<file path="config.mk">
export PLATFORM = sky130hd
export DESIGN_NAME = ctd_front
export DESIGN_NICKNAME = d
export VERILOG_FILES = /design/src/hw/rtl/ctd_pkg.sv /design/src/hw/rtl/ctd_front.sv
export SDC_FILE = /design/constraint.sdc
export NUM_CORES = 2
export LEC_CHECK = 0
export BUFFER_PORTS_ARGS = -buffer_cell sky130_fd_sc_hd__buf_4
export CORE_MARGIN = 2
export CORE_UTILIZATION = 26
export DETAILED_ROUTE_END_ITERATION = 8
export GPL_TIMING_DRIVEN = 0
export MAX_ROUTING_LAYER = met4
export PLACE_DENSITY = 0.4
export SYNTH_ARGS = -nofsm -noshare
export SYNTH_HDL_FRONTEND = slang
export SYNTH_SLANG_ARGS = --single-unit
</file>
<file path="constraint.sdc">
create_clock -name clk -period 7.7 [get_ports clk]
set_input_delay 1.155 -clock clk [delete_from_list [all_inputs] [get_ports clk]]
set_output_delay 1.155 -clock clk [all_outputs]
set_load 0.005 [all_outputs]
</file>
<file path="src/hw/rtl/ctd_pkg.sv">
// Shared widths, constants and pipeline word type for the degree-input series cosine.
package ctd_pkg;

  localparam int NUM_TERMS = 4;
  localparam int MAX_TERMS = 8;
  localparam int NT        = (NUM_TERMS > MAX_TERMS) ? MAX_TERMS :
                             ((NUM_TERMS < 0) ? 0 : NUM_TERMS);

  localparam int ANG_W = 18;
  localparam int MAG_W = 18;
  localparam int D2R_W = 27;
  localparam int X_W   = 24;
  localparam int X2_W  = 27;
  localparam int T_W   = 32;
  localparam int R_W   = 32;
  localparam int S_W   = 36;
  localparam int OUT_W = 24;

  // pi/180 scaled by 2^32
  localparam logic [D2R_W-1:0] DEG2RAD = 27'd74961321;
  localparam logic [T_W-1:0]   Q20_ONE = 32'd1048576;

  // 1/((2k-1)*2k) scaled by 2^32
  localparam logic [R_W-1:0] RECIP_TAB [MAX_TERMS] = '{
    32'd2147483648, 32'd357913941, 32'd143165577, 32'd76695845,
    32'd47721859,   32'd32537631,  32'd23598721,  32'd17895697
  };

  // last series term is subtracted when the term count is odd
  localparam logic LAST_NEG = ((NT % 2) == 1);

  localparam logic signed [OUT_W-1:0] OUT_MAX = 24'sh7FFFFF;
  localparam logic signed [OUT_W-1:0] OUT_MIN = -24'sh800000;

  typedef struct packed {
    logic                  vld;
    logic [X2_W-1:0]       x2;
    logic [T_W-1:0]        t;
    logic signed [S_W-1:0] s;
  } ctd_pipe_t;

endpackage

</file>
<file path="src/hw/rtl/ctd_front.sv">
// Front stages: magnitude, conversion to radians and squaring.
module ctd_front (
  input  logic                             clk,
  input  logic                             rst_n,
  input  logic                             in_vld,
  input  logic signed [ctd_pkg::ANG_W-1:0] angle,
  output ctd_pkg::ctd_pipe_t               pipe_o
);
  import ctd_pkg::*;

  logic             v0_r, v1_r, v2_r;
  logic [MAG_W-1:0] mag_r, mag_nxt;
  logic [X_W-1:0]   x_r, x_nxt;
  logic [X2_W-1:0]  x2_r, x2_nxt;
  logic [MAG_W+D2R_W-1:0] xp;
  logic [2*X_W-1:0]       sq;

  // take the magnitude; the most negative code maps onto 2^17
  assign mag_nxt = angle[ANG_W-1] ? (~angle + 1'b1) : angle;

  assign xp    = MAG_W'(mag_r) * DEG2RAD + (MAG_W+D2R_W)'(1 << 19);
  assign x_nxt = xp[20 +: X_W];

  assign sq     = x_r * x_r + (2*X_W)'(1 << 19);
  assign x2_nxt = sq[20 +: X2_W];

  always_ff @(posedge clk) begin
    if (!rst_n) begin
      v0_r <= 1'b0;
      v1_r <= 1'b0;
      v2_r <= 1'b0;
    end else begin
      v0_r <= in_vld;
      v1_r <= v0_r;
      v2_r <= v1_r;
    end
  end

  always_ff @(posedge clk) begin
    mag_r <= mag_nxt;
    x_r   <= x_nxt;
    x2_r  <= x2_nxt;
  end

  assign pipe_o.vld = v2_r;
  assign pipe_o.x2  = x2_r;
  assign pipe_o.t   = Q20_ONE;
  assign pipe_o.s   = '0;

endmodule

</file>
# Word-level counts from Yosys, hierarchy flattened
# Index checks and enable logic that the tools add are counted.
# totals
ff_bits	72
in_bits	21
# classes
n_addsub	3
multipliers	2
muxes	1
n_bitwise	1
# ops
cell	n
47-bit by 20-bit adder with 47-bit output, second input constant	1
24-bit by 24-bit multiplier with 47-bit output	1
44-bit by 20-bit adder with 44-bit output, second input constant	1
18-bit by 27-bit multiplier with 44-bit output, second input constant	1
18-bit by 1-bit adder with 18-bit output, second input constant	1
18-bit inverter	1
17-bit two-way mux	1

# Depth between registers and ports, before layout
# logic_depth
ltp_word	3
mapped_depth	28
depth_no_buf	26

# Worst setup path before layout
# Ideal clock, no wire load.
# synth_timing
path_type	register to register
startpoint	reg x_r[18]
endpoint	reg x2_r[22]
t_arrival_ns	6.771
path_slack_ns	0.857
stages_incl_launch_ff	27
n_path_buf	2
path_cell_list	dfxtp_1 > clkbuf_1 > clkbuf_1 > nand2_1 > fa_1 > inv_1 > fa_1 > inv_1 > fa_1 > fa_1 > inv_1 > fa_1 > fa_1 > inv_1 > fa_1 > inv_1 > ha_1 > a21o_1 > a21o_1 > a211oi_1 > o2111ai_1 > a311o_1 > a221oi_2 > o21ba_2 > o21ai_2 > a21oi_2 > xnor2_1
# synth_between
elab_chain_cells	2
# synth_rtl
element	line	rtl
start, declared	ctd_front.sv:13	logic [X_W-1:0] x_r, x_nxt;
start signal, assigned	ctd_front.sv:41	x_r <= x_nxt;
24-bit by 24-bit multiplier with 47-bit output	ctd_front.sv:24	assign sq = x_r * x_r + (2*X_W)'(1 << 19);
47-bit by 20-bit adder with 47-bit output	ctd_front.sv:24	
net sq[42]	ctd_front.sv:16	logic [2*X_W-1:0] sq;
end signal, assigned	ctd_front.sv:42	x2_r <= x2_nxt;
end, declared	ctd_front.sv:14	logic [X2_W-1:0] x2_r, x2_nxt;
# The timed path passes the listed nets, and every way through them passes these cells.
# A chain may end at the register's enable or synchronous reset.

# Final worst setup path
# layout_timing
startpoint	reg x_r[22]
endpoint	reg x2_r[22]
# The elaborated chain is that of the path after synthesis.

==> results.tsv <==
metric	value	unit
status	complete, no violations	
clockBufferDepth	2	
worstPathCellList	clkbuf_4, and2_1, fa_1, fa_1, inv_1, fa_1, fa_1, inv_1, fa_1, fa_1, inv_1, fa_1, inv_1, ha_1, a21o_1, a21o_1, a211oi_2, o2111ai_4, a311o_2, a221oi_4, o21ba_4, o21ai_2, a21oi_2, xnor2_1	
layout_common_cells	832 x inv_1, 586 x fa_1, 377 x ha_1	
grt_pass1_wl	107000	um
end_kind	register	
postCtsHoldBufs	0	
start_util	26.3	%
clk_pin_slew	0.06	ns
cts_buffers	9	
syn-cell-area	0.0255	sq mm
h-tree-depth	3	
ant_nets	0	
dp.cells	4031	
gp_congestion	0.841	
grt_max_degree	14	
final_util	29.3	%
dr_total_vias	16138	
worst_slack	0.296	ns
track_usage	14.6	%
critical-path-top-delay-family	adder cells	
hold_viol_final	0	
ios	117	
drc	0	
maxSlewHeadroom	41.7	%
crit_arrival	7.74	ns
hold_ws	0.439	ns
grt_pass1_vias	18135	
nNetsFinal	3757	
fillers	10390	
hpwlAfterDp	59700	um
syn_inst	2642	
rows	114	
ys_warn_count	0	
crit_required	8.03	ns
first_pass_iters	5	
avgViaCountPerCell	3.98	
cts.root.buffer_cell	clkbuf_16	
cp_num_buf_inv	5	
syn_to_final_growth	11.3	%
r2r-start	x_r[22]	
setup_viol	0	
finalCritPeriodShare	96.2	%
slew_violations	0	
die_y	317	um
async_flop_share	0	%
ys.flop_type	dfxtp_1	
cp_common_cell	fa_1	
fin_crit	7.40	ns
critPathLaunch	x_r[22]	
grt-ovfl-total	0	
antenna_found_initial	1	
holdCritStartpoint	v1_r	
synth_edf_count	0	
drtIter0Drc	534	
wl_per_cell	16.8	um
ys_seq_area_share	5.65	%
min-delay-path-class	reg -> reg	
port_buffers	47	
layout_commonest_cell	inv_1	
drive_above_1_share	8.39	%
dieArea	0.101	sq mm
max_freq	135	MHz
post-place-ws	-0.907	ns
tritoncts	built	
cap_violations	0	
cp-start-kind	register	
final_cells	4053	
syn_area_per_cell	9.66	sq um
cp_slowest_cell	fa_1	
skew	0.0190	ns
yosysUniqueCellTypes	59	
die_w	317	um
crit_type	reg -> reg	
tightest_slew	0.864	ns
path_max_fanout	10	
ys_ff_latch	72	
cts_sinks	72	
slowest_delay	0.55	ns
design.core.area	0.0970	sq mm
finalWirelength	68100	um
clk_latency	0.41	ns
diodes	0	
[per-layer routing]
| metal | track usage [%] | wire length [um] | vias up |
|---|---|---|---|
| met5 | - | 0 | - |
| met2 | 24.6 | 33300 | 165 |
| met4 | 2.55 | 973 | 0 |
| li1 | - | - | 7862 |
| met1 | 19.2 | 32200 | 8064 |
| met3 | 1.72 | 1610 | 47 |
[cells by family after synthesis]
logic type | synth area share (%)
buf+inv | 15.0
flops | 5.65
compound gates | 4.13
xor+xnor | 2.64
mux | 0.0833
other cells | 0.0294
fa+ha+maj | 64.5
simple gates | 7.95
[timing repair]
action,in CTS,in global routing
setup buffers,3,3
endpoints found under the setup margin,17,10
pin swaps,4,10
resized for setup,101,73
[cells in the mapped netlist (4+ instances only)]
cell / number / area share [%]
fa_1: 586 / 46
o211ai_1: 5 / 0.15
a21oi_1: 49 / 0.96
nand3_1: 8 / 0.16
a21o_1: 19 / 0.56
inv_1: 833 / 12
buf_4: 69 / 2.0
xor2_1: 24 / 0.82
ha_1: 378 / 19
nor2_1: 45 / 0.66
o31ai_1: 6 / 0.18
and2_1: 115 / 2.8
xnor2_1: 53 / 1.8
o21ai_0: 24 / 0.47
or2_2: 6 / 0.15
o21bai_1: 6 / 0.18
nor2b_1: 12 / 0.29
dfxtp_1: 72 / 5.6
a21boi_0: 4 / 0.12
o21a_1: 14 / 0.41
nor3_1: 12 / 0.24
nand4_1: 11 / 0.27
or3_1: 9 / 0.22
nand2_1: 181 / 2.7
clkbuf_1: 50 / 0.74
[final timing paths]
kind                    to  slack, ns  depth (start not counted)
setup / recovery  x2_r[22]       0.30                         24
hold / removal        v2_r       0.44                          1
setup reg to reg  x2_r[22]       0.30                         24
hold reg to reg       v2_r       0.44                          1
[per-stage QoR]
stage | area [sq um] | TNS, ns
final | 28400 | 0
after global routing | 28400 | -0.0252
after detailed placement | 27700 | -10.29
after CTS | 28300 | 0
after global placement | 27700 | -10.84
after floorplan | 25800 | 0
[layout make-up]
type	count	area (sq um)	share of cell area, %
Multi-Input combinational cell	1684	20600	72.4
Inverter	833	3130	11.0
Tap cell	1276	1600	5.62
Sequential cell	72	1490	5.25
Buffer	119	908	3.20
Timing Repair Buffer	53	398	1.40
Clock buffer	10	229	0.806
Clock inverter	6	90.1	0.317
[state kept, by name, summed over array words and instances, names as in the netlist]
signal	count
v1_r	1
mag_r	18
v2_r	1
x_r	24
x2_r	27
v0_r	1
Power is not shown: default switching activity piles up to over one toggle a cycle in this logic, so the estimate is an artifact.
