**src/hw/rtl/ctd_pkg.sv**
```systemverilog
// Shared widths, constants and pipeline word type for the degree-input series cosine.
package ctd_pkg;

  localparam int NUM_TERMS = 4;
  localparam int MAX_TERMS = 8;
  localparam int NT        = (NUM_TERMS > MAX_TERMS) ? MAX_TERMS :
                             ((NUM_TERMS < 0) ? 0 : NUM_TERMS);

  localparam int ANG_W = 18;
  localparam int MAG_W = 18;
  localparam int D2R_W = 27;
  localparam int X_W   = 24;
  localparam int X2_W  = 27;
  localparam int T_W   = 32;
  localparam int R_W   = 32;
  localparam int S_W   = 36;
  localparam int OUT_W = 24;

  // pi/180 scaled by 2^32
  localparam logic [D2R_W-1:0] DEG2RAD = 27'd74961321;
  localparam logic [T_W-1:0]   Q20_ONE = 32'd1048576;

  // 1/((2k-1)*2k) scaled by 2^32
  localparam logic [R_W-1:0] RECIP_TAB [MAX_TERMS] = '{
    32'd2147483648, 32'd357913941, 32'd143165577, 32'd76695845,
    32'd47721859,   32'd32537631,  32'd23598721,  32'd17895697
  };

  // last series term is subtracted when the term count is odd
  localparam logic LAST_NEG = ((NT % 2) == 1);

  localparam logic signed [OUT_W-1:0] OUT_MAX = 24'sh7FFFFF;
  localparam logic signed [OUT_W-1:0] OUT_MIN = -24'sh800000;

  typedef struct packed {
    logic                  vld;
    logic [X2_W-1:0]       x2;
    logic [T_W-1:0]        t;
    logic signed [S_W-1:0] s;
  } ctd_pipe_t;

endpackage

```
**src/hw/rtl/ctd_term.sv**
```systemverilog
// One series term: reciprocal scale, multiply by x squared, fold previous term into the sum.
module ctd_term (
  input  logic                         clk,
  input  logic                         rst_n,
  input  ctd_pkg::ctd_pipe_t           pipe_i,
  input  logic [ctd_pkg::R_W-1:0]      recip,
  input  logic                         add_neg,
  output ctd_pkg::ctd_pipe_t           pipe_o
);
  import ctd_pkg::*;

  logic                  v1_r, v2_r;
  logic [T_W-1:0]        tm_r, tm_nxt, t_r, t_nxt;
  logic [X2_W-1:0]       x2a_r, x2b_r;
  logic signed [S_W-1:0] sa_r, sa_nxt, sb_r;
  logic [T_W+R_W-1:0]    rp;
  logic [T_W+X2_W:0]     xp;
  logic signed [S_W-1:0] t_ext;

  // stage one: scale by 1/((2k-1)2k) and accumulate the previous term
  assign rp     = T_W'(pipe_i.t) * recip + (T_W+R_W)'(64'd1 << 31);
  assign tm_nxt = rp[32 +: T_W];
  assign t_ext  = S_W'(pipe_i.t);
  assign sa_nxt = add_neg ? (pipe_i.s - t_ext) : (pipe_i.s + t_ext);

  // stage two: multiply by x squared
  assign xp    = (T_W+X2_W+1)'(tm_r) * x2a_r + (T_W+X2_W+1)'(1 << 19);
  assign t_nxt = xp[20 +: T_W];

  always_ff @(posedge clk) begin
    if (!rst_n) begin
      v1_r <= 1'b0;
      v2_r <= 1'b0;
    end else begin
      v1_r <= pipe_i.vld;
      v2_r <= v1_r;
    end
  end

  always_ff @(posedge clk) begin
    tm_r  <= tm_nxt;
    x2a_r <= pipe_i.x2;
    sa_r  <= sa_nxt;
    t_r   <= t_nxt;
    x2b_r <= x2a_r;
    sb_r  <= sa_r;
  end

  assign pipe_o.vld = v2_r;
  assign pipe_o.x2  = x2b_r;
  assign pipe_o.t   = t_r;
  assign pipe_o.s   = sb_r;

endmodule

```
**config.mk**
```make
export PLATFORM = sky130hd
export DESIGN_NAME = ctd_term
export DESIGN_NICKNAME = d
export VERILOG_FILES = /design/src/hw/rtl/ctd_pkg.sv /design/src/hw/rtl/ctd_term.sv
export SDC_FILE = /design/constraint.sdc
export NUM_CORES = 2
export LEC_CHECK = 0
export ABC_AREA = 1
export BUFFER_PORTS_ARGS = -buffer_cell sky130_fd_sc_hd__buf_2
export CAP_MARGIN = 20
export CORE_MARGIN = 5
export CORE_UTILIZATION = 25
export DETAILED_ROUTE_END_ITERATION = 7
export GPL_TIMING_DRIVEN = 0
export HOLD_SLACK_MARGIN = 0.1
export PLACE_DENSITY_LB_ADDON = 0.2
export SLEW_MARGIN = 20
export SYNTH_ARGS = -nofsm -noshare
export SYNTH_HDL_FRONTEND = slang
export SYNTH_SLANG_ARGS = --single-unit
```
**constraint.sdc**
```tcl
create_clock -name clk -period 9.4 [get_ports clk]
set_clock_uncertainty 0.15 [all_clocks]
set_input_delay 0.94 -clock clk [delete_from_list [all_inputs] [get_ports clk]]
set_output_delay 0.94 -clock clk [all_outputs]
set_load 0.1 [all_outputs]
```
Yosys cells after proc, flatten, opt, wreduce, memory -nomap -nowiden
Index checks and enable logic that the tools add are counted.
{"block": "word_totals", "ff_bits": 192, "input_bits": 131, "out_inout_bits": 96, "word_cells": 15}
{"block": "classes", "add_sub_neg": 4, "multipliers": 2, "muxes": 1}
{"cell": "adder 64 x 32 -> 64 bit, second input constant", "n": 1}
{"cell": "multiplier 32 x 32 -> 64 bit", "n": 1}
{"cell": "adder 52 x 20 -> 52 bit, second input constant", "n": 1}
{"cell": "multiplier 32 x 27 -> 52 bit", "n": 1}
{"cell": "adder 36 x 33 -> 36 bit", "n": 1}
{"cell": "2-to-1 mux 36 bit", "n": 1}
{"cell": "subtractor 36 x 33 -> 36 bit", "n": 1}

Longest topological paths before layout
{"block": "depth", "depth_word": 2, "mapped_depth": 33, "mapped_depth_nobuf": 31}

Worst setup path after synthesis
OpenSTA, ideal clock, no wires.
{"block": "synth_path", "path_kind": "in2reg", "startpoint": "input pipe_i[63] (netlist bit)", "endpoint": "register tm_r[29]", "setup_ns": 0.112, "t_arrival_ns": 6.938, "required_ns": 9.138, "setup_slack_ns": 2.200, "path_stages": 29, "path_buffers": 2, "path_cell_list": "clkbuf_1 > clkbuf_1 > nand2_1 > fa_1 > inv_1 > fa_1 > inv_1 > fa_1 > inv_1 > fa_1 > inv_1 > fa_1 > inv_1 > fa_1 > fa_1 > inv_1 > fa_1 > inv_1 > ha_1 > a21oi_1 > inv_1 > nor2_1 > o21ai_0 > nand2_1 > nand2_1 > a21oi_1 > nand2_1 > nand2_1 > nand2_1"}
{"block": "synth_via", "elab_chain_cells": 2}
{"element": "from (decl)", "line_no": "ctd_term.sv:5", "text": "input ctd_pkg::ctd_pipe_t pipe_i,"}
{"element": "multiplier 32 x 32 -> 64 bit", "line_no": "ctd_term.sv:21", "text": "assign rp = T_W'(pipe_i.t) * recip + (T_W+R_W)'(64'd1 << 31);"}
{"element": "adder 64 x 32 -> 64 bit", "line_no": "ctd_term.sv:21"}
{"element": "via rp[61]", "line_no": "ctd_term.sv:16", "text": "logic [T_W+R_W-1:0] rp;"}
{"element": "to (signal assigned)", "line_no": "ctd_term.sv:41", "text": "tm_r <= tm_nxt;"}
{"element": "to (decl)", "line_no": "ctd_term.sv:13", "text": "logic [T_W-1:0] tm_r, tm_nxt, t_r, t_nxt;"}
The timed path passes the listed nets, and every way through them passes these cells.
A chain may end at the register's enable or synchronous reset.

Worst setup path after layout
{"block": "layout_path", "startpoint": "input pipe_i[58] (netlist bit)", "endpoint": "register tm_r[28]"}
The elaborated chain is that of the path after synthesis.

==> results.cfg <==
[cells_and_area]
stdcell_area_sq_um = 77900
synthToLayoutAreaGrowth_pct = 9.29
nets = 12000
multi_input_area_sq_um = 54400
drive_above_1_share_pct = 3.30
nFillCells = 31600
regArea_sq_um = 3840

[logic_synthesis]
ys_seq_area_share_pct = 5.39
syn_avg_cell_area_sq_um = 7.48
syn_nets = 11800
ys_ff_latch = 192
synth_warnings = 0
post_synth_inst_count = 9526
synth_area_sq_um = 71300
yosys.cell_types.count = 43

[floorplanning]
coreArea_sq_um = 284000
start_util_pct = 25.0
die_y_um = 544
fp-row-count = 196
die-area_sq_um = 296000
ios = 227
dieWidth_um = 544

[critical_path]
end_kind = flip-flop
r2r_cells = 20
r2r-start = tm_r[11]
regToRegSetupSlack_ns = 1.14
critPathKind = input pin to flip-flop
required_ns = 9.68
r2r_end = t_r[8]
worst-path-max-fanout = 10
start_kind = input pin
critPathArrivalTime_ns = 9.06

[global_routing]
grt_max_degree = 25
antenna_found_initial = 8
track_usage_pct = 21.2
grt_pass1_vias = 64200
grt_pass1_wl_um = 451000
grt-ovfl-total = 0

[min_path]
min_from = sa_r[20]
hp-class = flip-flop to flip-flop
min_to = sb_r[20]
hold_depth = 0

[timing]
slew_headroom_pct = 17.7
hold_violations = 0
worst_pin_slew_ns = 1.23
rsz0062_at_grt = no
hold_slack_ns = 0.161
setup_viol = 0
max_clock_freq_mhz = 114
slew_viol_final = 0
min_period_ns = 8.78
period_share_pct = 93.4

[clock_tree]
cts.sinks = 192
cts_buffer_depth = 3
cts_buffers = 25
htree_levels = 4
cts_tree = yes
cts_root_buffer = clkbuf_16
path_clk_slew_ns = 0.10
postCtsHoldBufs = 0
cts_resized = 0
clock_latency_ns = 0.60
post_cts_buffers = 0

[outcome]
status = finished clean

[placed_design]
placed_area_sq_um = 77100
post-dp-hpwl_um = 270000
io_buffers = 196
gp_congestion = 0.967

[drt]
ant_nets = 0
drt-initial-drc-count = 4458
num_vias = 59800
drt-pass1-iter-count = 6
routedWlPerCell_um = 23.2
totalWireLength_um = 314000
viasPerCell = 4.42
drc_errors = 0

[flow_run]
drv_cap = 0
## cell usage in the layout, fill, tap and decap left out, types with 4 or more instances in the layout
cell       count
inv_1       3059
nand2_1     2756
fa_1        1627
ha_1         506
clkbuf_1     316
nor2_1       307
buf_2        210
dfxtp_1      192
a21oi_1      182
nand3_1      149
o21ai_0      107
xor2_1        53
clkbuf_2      47
nand4_1       39
nor3_1        37
xnor2_1       29
clkbuf_16     25
buf_1         16
o21bai_1      16
a21o_1        14
buf_6         10
o21a_1         8
diode_2        7
and3_1         7
nand3b_1       4
## flip-flops by register name (all words and copies together), names as in the netlist
name	cells
sa_r	36
tm_r	32
t_r	32
v1_r	1
sb_r	36
v2_r	1
x2b_r	27
x2a_r	27
## area by class of cell
cell class	count	area share, %
timing repair buffer	203	1.37
clock inverter	5	0.133
multi-input combinational	5873	69.8
tap	3762	6.04
antenna	7	0.0225
sequential	192	4.94
inverter	3062	14.8
buffer	399	2.08
clock buffer	28	0.844
## logic make-up (layout without fill, tap and decap cells)
logic type	count (synthesis)	count (layout)	synth area share (%)
simple gates	3318	3318	18.1
compound gates	340	340	2.58
buf+inv	3461	3697	18.3
flops	192	192	5.39
fa+ha+maj	2133	2133	54.6
other cells	0	7	0
xor+xnor	82	82	1.01
## synth_stat cells, drive strengths merged
cell type | number | area (sq um)
fa | 1627 | 32600
nor4 | 2 | 12.5
clkinv | 3 | 13.8
nor3b | 1 | 7.51
a21boi | 2 | 15.0
nand2 | 2758 | 10400
inv | 3059 | 11500
clkbuf | 362 | 1360
o21bai | 16 | 120
and2 | 2 | 12.5
xnor2 | 29 | 254
ha | 506 | 6330
nand3 | 150 | 763
nor2 | 313 | 1200
buf | 37 | 196
nor3 | 37 | 185
or3 | 1 | 11.3
o21a | 8 | 60.1
nand4 | 39 | 244
dfxtp | 192 | 3840
o21ai | 112 | 568
a21o | 14 | 105
or2 | 4 | 27.5
and3 | 7 | 43.8
a31oi | 3 | 18.8
xor2 | 53 | 464
a21oi | 183 | 920
o31ai | 1 | 21.3
o211ai | 1 | 7.51
nand3b | 4 | 30.0
## stage by stage
step	util [%]	TNS [ns]	worst slack [ns]	instances
2_1_floorplan	-	0	2.20	9526
3_3_place_gp	27.0	-1.03	-0.193	13500
3_5_place_dp	27.1	0	0.0968	13500
4_1_cts	27.4	0	0.738	13500
5_1_grt	27.4	0	0.302	13500
6_report	27.4	0	0.625	13500
## worst max-delay path by stage
stage / from / endpoint / slack [ns] / cells past startpoint
6_report: pipe_i[58] / tm_r[28] / 0.62 / 22
5_1_grt: pipe_i[63] / tm_r[30] / 0.30 / 25
4_1_cts: pipe_i[63] / tm_r[30] / 0.74 / 25
3_5_place_dp: pipe_i[63] / tm_r[30] / 0.1 / 25
3_3_place_gp: pipe_i[53] / tm_r[27] / -0.19 / 25
2_1_floorplan: pipe_i[63] / tm_r[29] / 2.20 / 29
## critical path, cell delays in order
cell and delay [ns]:
clkbuf_1 0.80, clkbuf_1 0.75, nand2_1 0.18, fa_1 0.56, fa_1 0.56, fa_1 0.55
fa_1 0.55, inv_1 0.06, fa_1 0.67, fa_1 0.49, fa_1 0.54, fa_1 0.55
ha_1 0.38, nand2_1 0.11, nor2_1 0.21, inv_1 0.11, nor3_1 0.31, nand2_1 0.20
nor3_1 0.17, nand2_1 0.12, nand3_1 0.09, nand2_1 0.11
## layer usage
metal,global-route usage (%),share of wire (%),vias to the layer above
met5,0,0,-
met4,10.5,6.0,0
met3,3.21,6.2,538
met2,35.7,47,2080
met1,26.6,41,30300
li1,-,-,26800
Power is not shown: default switching activity piles up to over one toggle a cycle in this logic, so the estimate is an artifact.
