`config.mk`:
```
export PLATFORM = sky130hd
export DESIGN_NAME = ctd_out
export DESIGN_NICKNAME = d
export VERILOG_FILES = /design/src/hw/rtl/ctd_pkg.sv /design/src/hw/rtl/ctd_out.sv
export SDC_FILE = /design/constraint.sdc
export NUM_CORES = 1
export LEC_CHECK = 0
export BUFFER_PORTS_ARGS = -buffer_cell sky130_fd_sc_hd__buf_2
export CORE_UTILIZATION = 45
export CTS_CLUSTER_DIAMETER = 30
export DETAILED_ROUTE_END_ITERATION = 16
export MAX_ROUTING_LAYER = met4
export PLACE_DENSITY_LB_ADDON = 0.12
export SLEW_MARGIN = 20
export SYNTH_ARGS = -nofsm -noshare
export SYNTH_HDL_FRONTEND = slang
export SYNTH_SLANG_ARGS = --single-unit
```
`constraint.sdc`:
```
create_clock -name clk -period 5.4 [get_ports clk]
set_input_delay 1.08 -clock clk [delete_from_list [all_inputs] [get_ports clk]]
set_output_delay 1.08 -clock clk [all_outputs]
set_load 0.05 [all_outputs]
```
`src/hw/rtl/ctd_pkg.sv`:
```
// Shared widths, constants and pipeline word type for the degree-input series cosine.
package ctd_pkg;

  localparam int NUM_TERMS = 4;
  localparam int MAX_TERMS = 8;
  localparam int NT        = (NUM_TERMS > MAX_TERMS) ? MAX_TERMS :
                             ((NUM_TERMS < 0) ? 0 : NUM_TERMS);

  localparam int ANG_W = 18;
  localparam int MAG_W = 18;
  localparam int D2R_W = 27;
  localparam int X_W   = 24;
  localparam int X2_W  = 27;
  localparam int T_W   = 32;
  localparam int R_W   = 32;
  localparam int S_W   = 36;
  localparam int OUT_W = 24;

  // pi/180 scaled by 2^32
  localparam logic [D2R_W-1:0] DEG2RAD = 27'd74961321;
  localparam logic [T_W-1:0]   Q20_ONE = 32'd1048576;

  // 1/((2k-1)*2k) scaled by 2^32
  localparam logic [R_W-1:0] RECIP_TAB [MAX_TERMS] = '{
    32'd2147483648, 32'd357913941, 32'd143165577, 32'd76695845,
    32'd47721859,   32'd32537631,  32'd23598721,  32'd17895697
  };

  // last series term is subtracted when the term count is odd
  localparam logic LAST_NEG = ((NT % 2) == 1);

  localparam logic signed [OUT_W-1:0] OUT_MAX = 24'sh7FFFFF;
  localparam logic signed [OUT_W-1:0] OUT_MIN = -24'sh800000;

  typedef struct packed {
    logic                  vld;
    logic [X2_W-1:0]       x2;
    logic [T_W-1:0]        t;
    logic signed [S_W-1:0] s;
  } ctd_pipe_t;

endpackage

```
`src/hw/rtl/ctd_out.sv`:
```
// Output stages: fold in the last term, round to 16 fraction bits and saturate.
module ctd_out (
  input  logic                             clk,
  input  logic                             rst_n,
  input  ctd_pkg::ctd_pipe_t               pipe_i,
  input  logic                             last_neg,
  output logic                             out_vld,
  output logic signed [ctd_pkg::OUT_W-1:0] out_val
);
  import ctd_pkg::*;

  logic                    v1_r, v2_r;
  logic signed [S_W-1:0]   sf_r, sf_nxt, t_ext, rnd;
  logic signed [S_W-5:0]   q;
  logic signed [OUT_W-1:0] cos_r, cos_nxt;

  assign t_ext  = S_W'(pipe_i.t);
  assign sf_nxt = last_neg ? (pipe_i.s - t_ext) : (pipe_i.s + t_ext);

  // floor((s + 8) / 16), then clamp to the field range
  assign rnd = sf_r + S_W'(8);
  assign q   = rnd[S_W-1:4];

  always_comb begin
    priority if (q > (S_W-4)'(OUT_MAX)) begin
      cos_nxt = OUT_MAX;
    end else if (q < (S_W-4)'(OUT_MIN)) begin
      cos_nxt = OUT_MIN;
    end else begin
      cos_nxt = q[OUT_W-1:0];
    end
  end

  always_ff @(posedge clk) begin
    if (!rst_n) begin
      v1_r <= 1'b0;
      v2_r <= 1'b0;
    end else begin
      v1_r <= pipe_i.vld;
      v2_r <= v1_r;
    end
  end

  always_ff @(posedge clk) begin
    sf_r  <= sf_nxt;
    cos_r <= cos_nxt;
  end

  assign out_vld = v2_r;
  assign out_val = cos_r;

endmodule

```
# Yosys cells after proc, flatten, opt, wreduce, memory -nomap -nowiden
# Cells that the tools add are included.
# Widths: inputs -> output; s select.
classes:
  mux: 2
  order_cmp: 2
  add_sub_neg: 3
ops:
  columns: ["operator", "count"]
  rows:
  - ["$add 36x33->36", 1]
  - ["$add 36x5->36 const B", 1]
  - ["$mux 36", 1]
  - ["$sub 36x33->36", 1]
  - ["$gt 32x24->1 const B", 1]
  - ["$lt 32x24->1 const B", 1]
  - ["$mux 24", 1]
word_totals:
  reg_bits: 62
  in_bits: 99
  out_inout_bits: 25
  elab_cells: 11

# Longest topological paths before layout
depth:
  depth_word: 3
  depth_mapped: 17
  depth_no_buf: 17

# Worst setup path before layout
# Ideal clock, no wire load.
synth_timing:
  kind: "input to register"
  startpoint: "input pipe_i[40] (netlist bit)"
  endpoint: "register sf_r[35]"
  setup_slack_ns: 0.866
  setup_ns: 0.086
  n_path_buf: 0
  required_ns: 5.314
  arrival_time_ns: 4.449
  stages: 15
  cell_sequence: "or2_2 > nor4_1 > nand2_1 > nor3_1 > a21oi_1 > xnor2_1 > ha_1 > a21o_1 > a221o_1 > o21ai_0 > nand2_1 > a41oi_1 > a211oi_1 > o211a_1 > a211oi_1"
synth_via:
  elab_chain_len: 2
  elab_cells_between_ends: 3
  cone_classes: "2 x add/sub; 1 x mux"
synth_rtl:
  columns: ["item", "line_no", "rtl"]
  rows:
  - ["start: declaration", "ctd_out.sv:5", "input ctd_pkg::ctd_pipe_t pipe_i,"]
  - ["$add 36x33->36 or $sub 36x33->36 (tied branches)", "ctd_out.sv:18", "assign sf_nxt = last_neg ? (pipe_i.s - t_ext) : (pipe_i.s + t_ext);"]
  - ["$mux 36 (*)", "ctd_out.sv:18", null]
  - ["via sf_nxt[35]", "ctd_out.sv:13", "logic signed [S_W-1:0] sf_r, sf_nxt, t_ext, rnd;"]
  - ["end signal: assignment", "ctd_out.sv:45", "sf_r <= sf_nxt;"]
  - ["end: declaration", "ctd_out.sv:13", null]
# The timed path passes the listed nets; every way through them passes the cells marked *.
# A chain may end at the register's enable or synchronous reset.

# Worst setup path in the final report
# Ends and elaborated chain as after synthesis.

==> out/qor.csv <==
stage,metric,value,unit
detailed_routing,wl_per_cell,12.3,microns
logic_synthesis,ys_warn_count,0,
min_path,min_from,v1_r$_SDFF_PN0_,
floorplanning,start_util,0.466,
critical_path,worst-path-buf-inv,1,
logic_synthesis,avgSynthCellArea,8.28,sq um
finish,n_antenna_cell,0,
logic_synthesis,syn_inst,493,
global_routing,grt_pass1_vias,3438,
floorplanning,io_pins,124,
logic_synthesis,synth_top_area_cell,dfxtp_1,
detailed_routing,antenna_left,0,
global_routing,grt_overflow,0,
critical_path,path_max_fanout,5,
floorplanning,fp.dieW,97.2,microns
sta,relSlewSlack,0.582,
clock_tree,cts_resized,0,
logic_synthesis,ys_ff_latch,59,
floorplanning,die_area,9450,sq um
run_status,status,finished clean,
pwr,powerDensity,370,nW/um^2
min_path,min_path_cells,1,
sta,finalCritPeriodShare,0.858,
global_routing,antenna_found_initial,0,
clock_tree,cts_made_buffers,9,
logic_synthesis,async_flop_share,0,
critical_path,r2r_end,out_val[22]$_SDFF_PN1_,
clock_tree,clk-insertion-delay-late,320,ps
logic_synthesis,ys_types,47,
sta,timing.hold.ws,451,ps
finish,final_cell_mix,"buf_2, dfxtp_1, xnor2_1",
critical_path,slowest_delay,450,ps
sta,fmax,216,MHz
critical_path,r2r_cells,8,
placement,dp_slack,415,ps
min_path,holdCritPathClass,reg2reg,
sta,rsz0062_at_grt,no,
floorplanning,coreArea,8760,sq um
logic_synthesis,synth_enable_flop_cells,0,
sta,setup_slack,769,ps
logic_synthesis,synth.net_count,628,
logic_synthesis,synth.top_cell.area_share,0.289,
detailed_routing,routed_wl,8660,microns
finish,post-route-util,0.554,
global_routing,grt_pass1_wl,15100,microns
placement,io_buffers,96,
global_routing,grt_use_total,0.198,
finish,final_common_cell,buf_2,
detailed_routing,vias,3649,
clock_tree,cts_tree,built,
detailed_routing,dr.pass1.iters,4,
clock_tree,path_clk_slew,60,ps
critical_path,crit_chain,buf_2 -> or2_2 -> nor4_1 -> nand2_1 -> nor3_1 -> a21oi_1 -> xnor2_1 -> ha_1 -> a21o_1 -> a221o_1 -> o21ai_0 -> nand2_1 -> a41oi_1 -> a211oi_1 -> o211a_1 -> a211oi_1,
logic_synthesis,ys.flop_type,dfxtp_1,
pwr,power,1.80,mW
clock_tree,cts_root_buffer,clkbuf_8,
placement,place_hpwl,7380,microns
finish,area_growth,18.9,%
clock_tree,cts_setup_buffers,0,
critical_path,crit_path_end_kind,flop,
critical_path,cp-start-kind,input port,
flow_run,cap_viol_max_count,0,
sta,final.setup.tns,0,ps
sta,worst_pin_slew,620,ps
clock_tree,h-tree-depth,3,
clock_tree,ctsLongestPathBuffers,2,
min_path,min_to,out_vld$_SDFF_PN0_,
finish,nets,727,
finish,layout-drive-gt1-share,0.203,
global_routing,grt_max_degree,30,
critical_path,crit_family,compound AO/OA/AOI/OAI gates,
floorplanning,die_y,97.2,microns
critical_path,cp.required,5620,ps
critical_path,crit_arrival,4850,ps
detailed_routing,drtIter0Drc,122,
sta,drv_slew,0,
detailed_routing,vias_per_cell,5.18,
pwr,ir_drop,0.159,mV
critical_path,rr_startpoint,sf_r[3]$_DFF_P_,
logic_synthesis,ys_seq_area_frac,0.289,
critical_path,critPathKind,in2reg,
pwr,total_leakage_power,2.14,nW
placement,gp_congestion,0.873,
sta,clock_skew,4.90,ps
clock_tree,postCtsHoldBufs,0,
floorplanning,rows,34,
critical_path,worst-r2r-setup-slack,2490,ps
logic_synthesis,synth_area_leaders,"dfxtp_1, xnor2_1, ha_1, xor2_1, o21ai_0",
logic_synthesis,syn_area,4080,sq um
clock_tree,cts.sinks,59,
detailed_routing,drc,0,
critical_path,cp_slowest_cell,nor4_1,
sta,timing.final.crit_period,4630,ps
sta,finalHoldViolCount,0,
sta,setup_viol,0,
-- per-layer routing --
layer  vias up  part of all wire  GRT usage
met5         -                 0          -
met4         0             0.017     0.0747
met3        10             0.047     0.0324
met2       115              0.41      0.300
met1      1570              0.52      0.265
li1       1954                 -          -
-- synth_stat cells, types with 2 or more instances --
| cell | n |
|---|---|
| clkbuf_1 | 5 |
| a31oi_1 | 9 |
| xor2_1 | 29 |
| nor2b_1 | 9 |
| nand2_1 | 32 |
| nor2_1 | 51 |
| a21oi_1 | 30 |
| a41oi_1 | 3 |
| o21bai_1 | 3 |
| inv_1 | 14 |
| o31ai_1 | 2 |
| o21a_1 | 6 |
| or3_1 | 3 |
| a211oi_1 | 6 |
| o21ai_0 | 40 |
| nor3_1 | 16 |
| nand4_1 | 7 |
| and2_1 | 4 |
| clkbuf_2 | 2 |
| buf_6 | 3 |
| and3_1 | 13 |
| or2_2 | 2 |
| a21o_1 | 8 |
| xnor2_1 | 56 |
| nor4_1 | 5 |
| dfxtp_1 | 59 |
| ha_1 | 36 |
| nand2b_1 | 6 |
| nand3_1 | 15 |
| or4_1 | 2 |
-- state kept, by name, summed over array words and instances (netlist names) --
register,count
out_vld,1
v1_r,1
sf_r,33
out_val,24
-- worst register-to-register path, cell delays in order, from the launching register on --
cell and delay, ps:
dfxtp_1 370, ha_1 210, and2_1 220, nand4_4 150, or3_4 450, or3b_4 420
xnor2_1 170, o31a_1 550, o21ai_0 220
-- how the worst max path moves through the flow --
stage,endpoint,slack [ps],depth (start not counted),start
4_1_cts,sf_r[35]$_DFF_P_,770,16,pipe_i[40]
5_1_grt,sf_r[35]$_DFF_P_,440,16,pipe_i[40]
2_1_floorplan,sf_r[35]$_DFF_P_,870,15,pipe_i[40]
3_5_place_dp,sf_r[35]$_DFF_P_,410,16,pipe_i[40]
6_report,sf_r[35]$_DFF_P_,770,16,pipe_i[40]
3_3_place_gp,sf_r[35]$_DFF_P_,500,16,pipe_i[40]
-- through the flow --
stage | cell area (sq um) | instances
2_1_floorplan | 4080 | 493
3_3_place_gp | 4650 | 689
3_5_place_dp | 4650 | 689
4_1_cts | 4850 | 705
5_1_grt | 4850 | 705
6_report | 4850 | 705
-- logic make-up (layout without fill, tap and decap cells) --
kind of cell | Yosys count | after routing | synth area share
XOR/XNOR | 85 | 85 | 0.182
AO/OA/AOI/OAI | 117 | 117 | 0.174
AND/OR/NAND/NOR | 171 | 171 | 0.214
flip-flops | 59 | 59 | 0.289
buffers and inverters | 24 | 128 | 0.0282
multiplexers | 1 | 1 | 0.00245
adder cells (fa/ha/maj) | 36 | 36 | 0.110
-- where the power goes --
part	internal, mW	leakage (nW)	switching, mW
Clock	0.237	0.106	0.150
Sequential	0.577	0.497	0.0834
Combinational	0.270	1.53	0.480
-- cell type report --
type	count	area [sq um]
inverter	14	52.6
clock inverter	4	48.8
fill	851	3910
clock buffer	12	155
multi-input combinational	410	2790
tap	108	135
sequential	59	1180
timing repair buffer	98	495
Note: power is estimated with default switching activity, not from simulation.
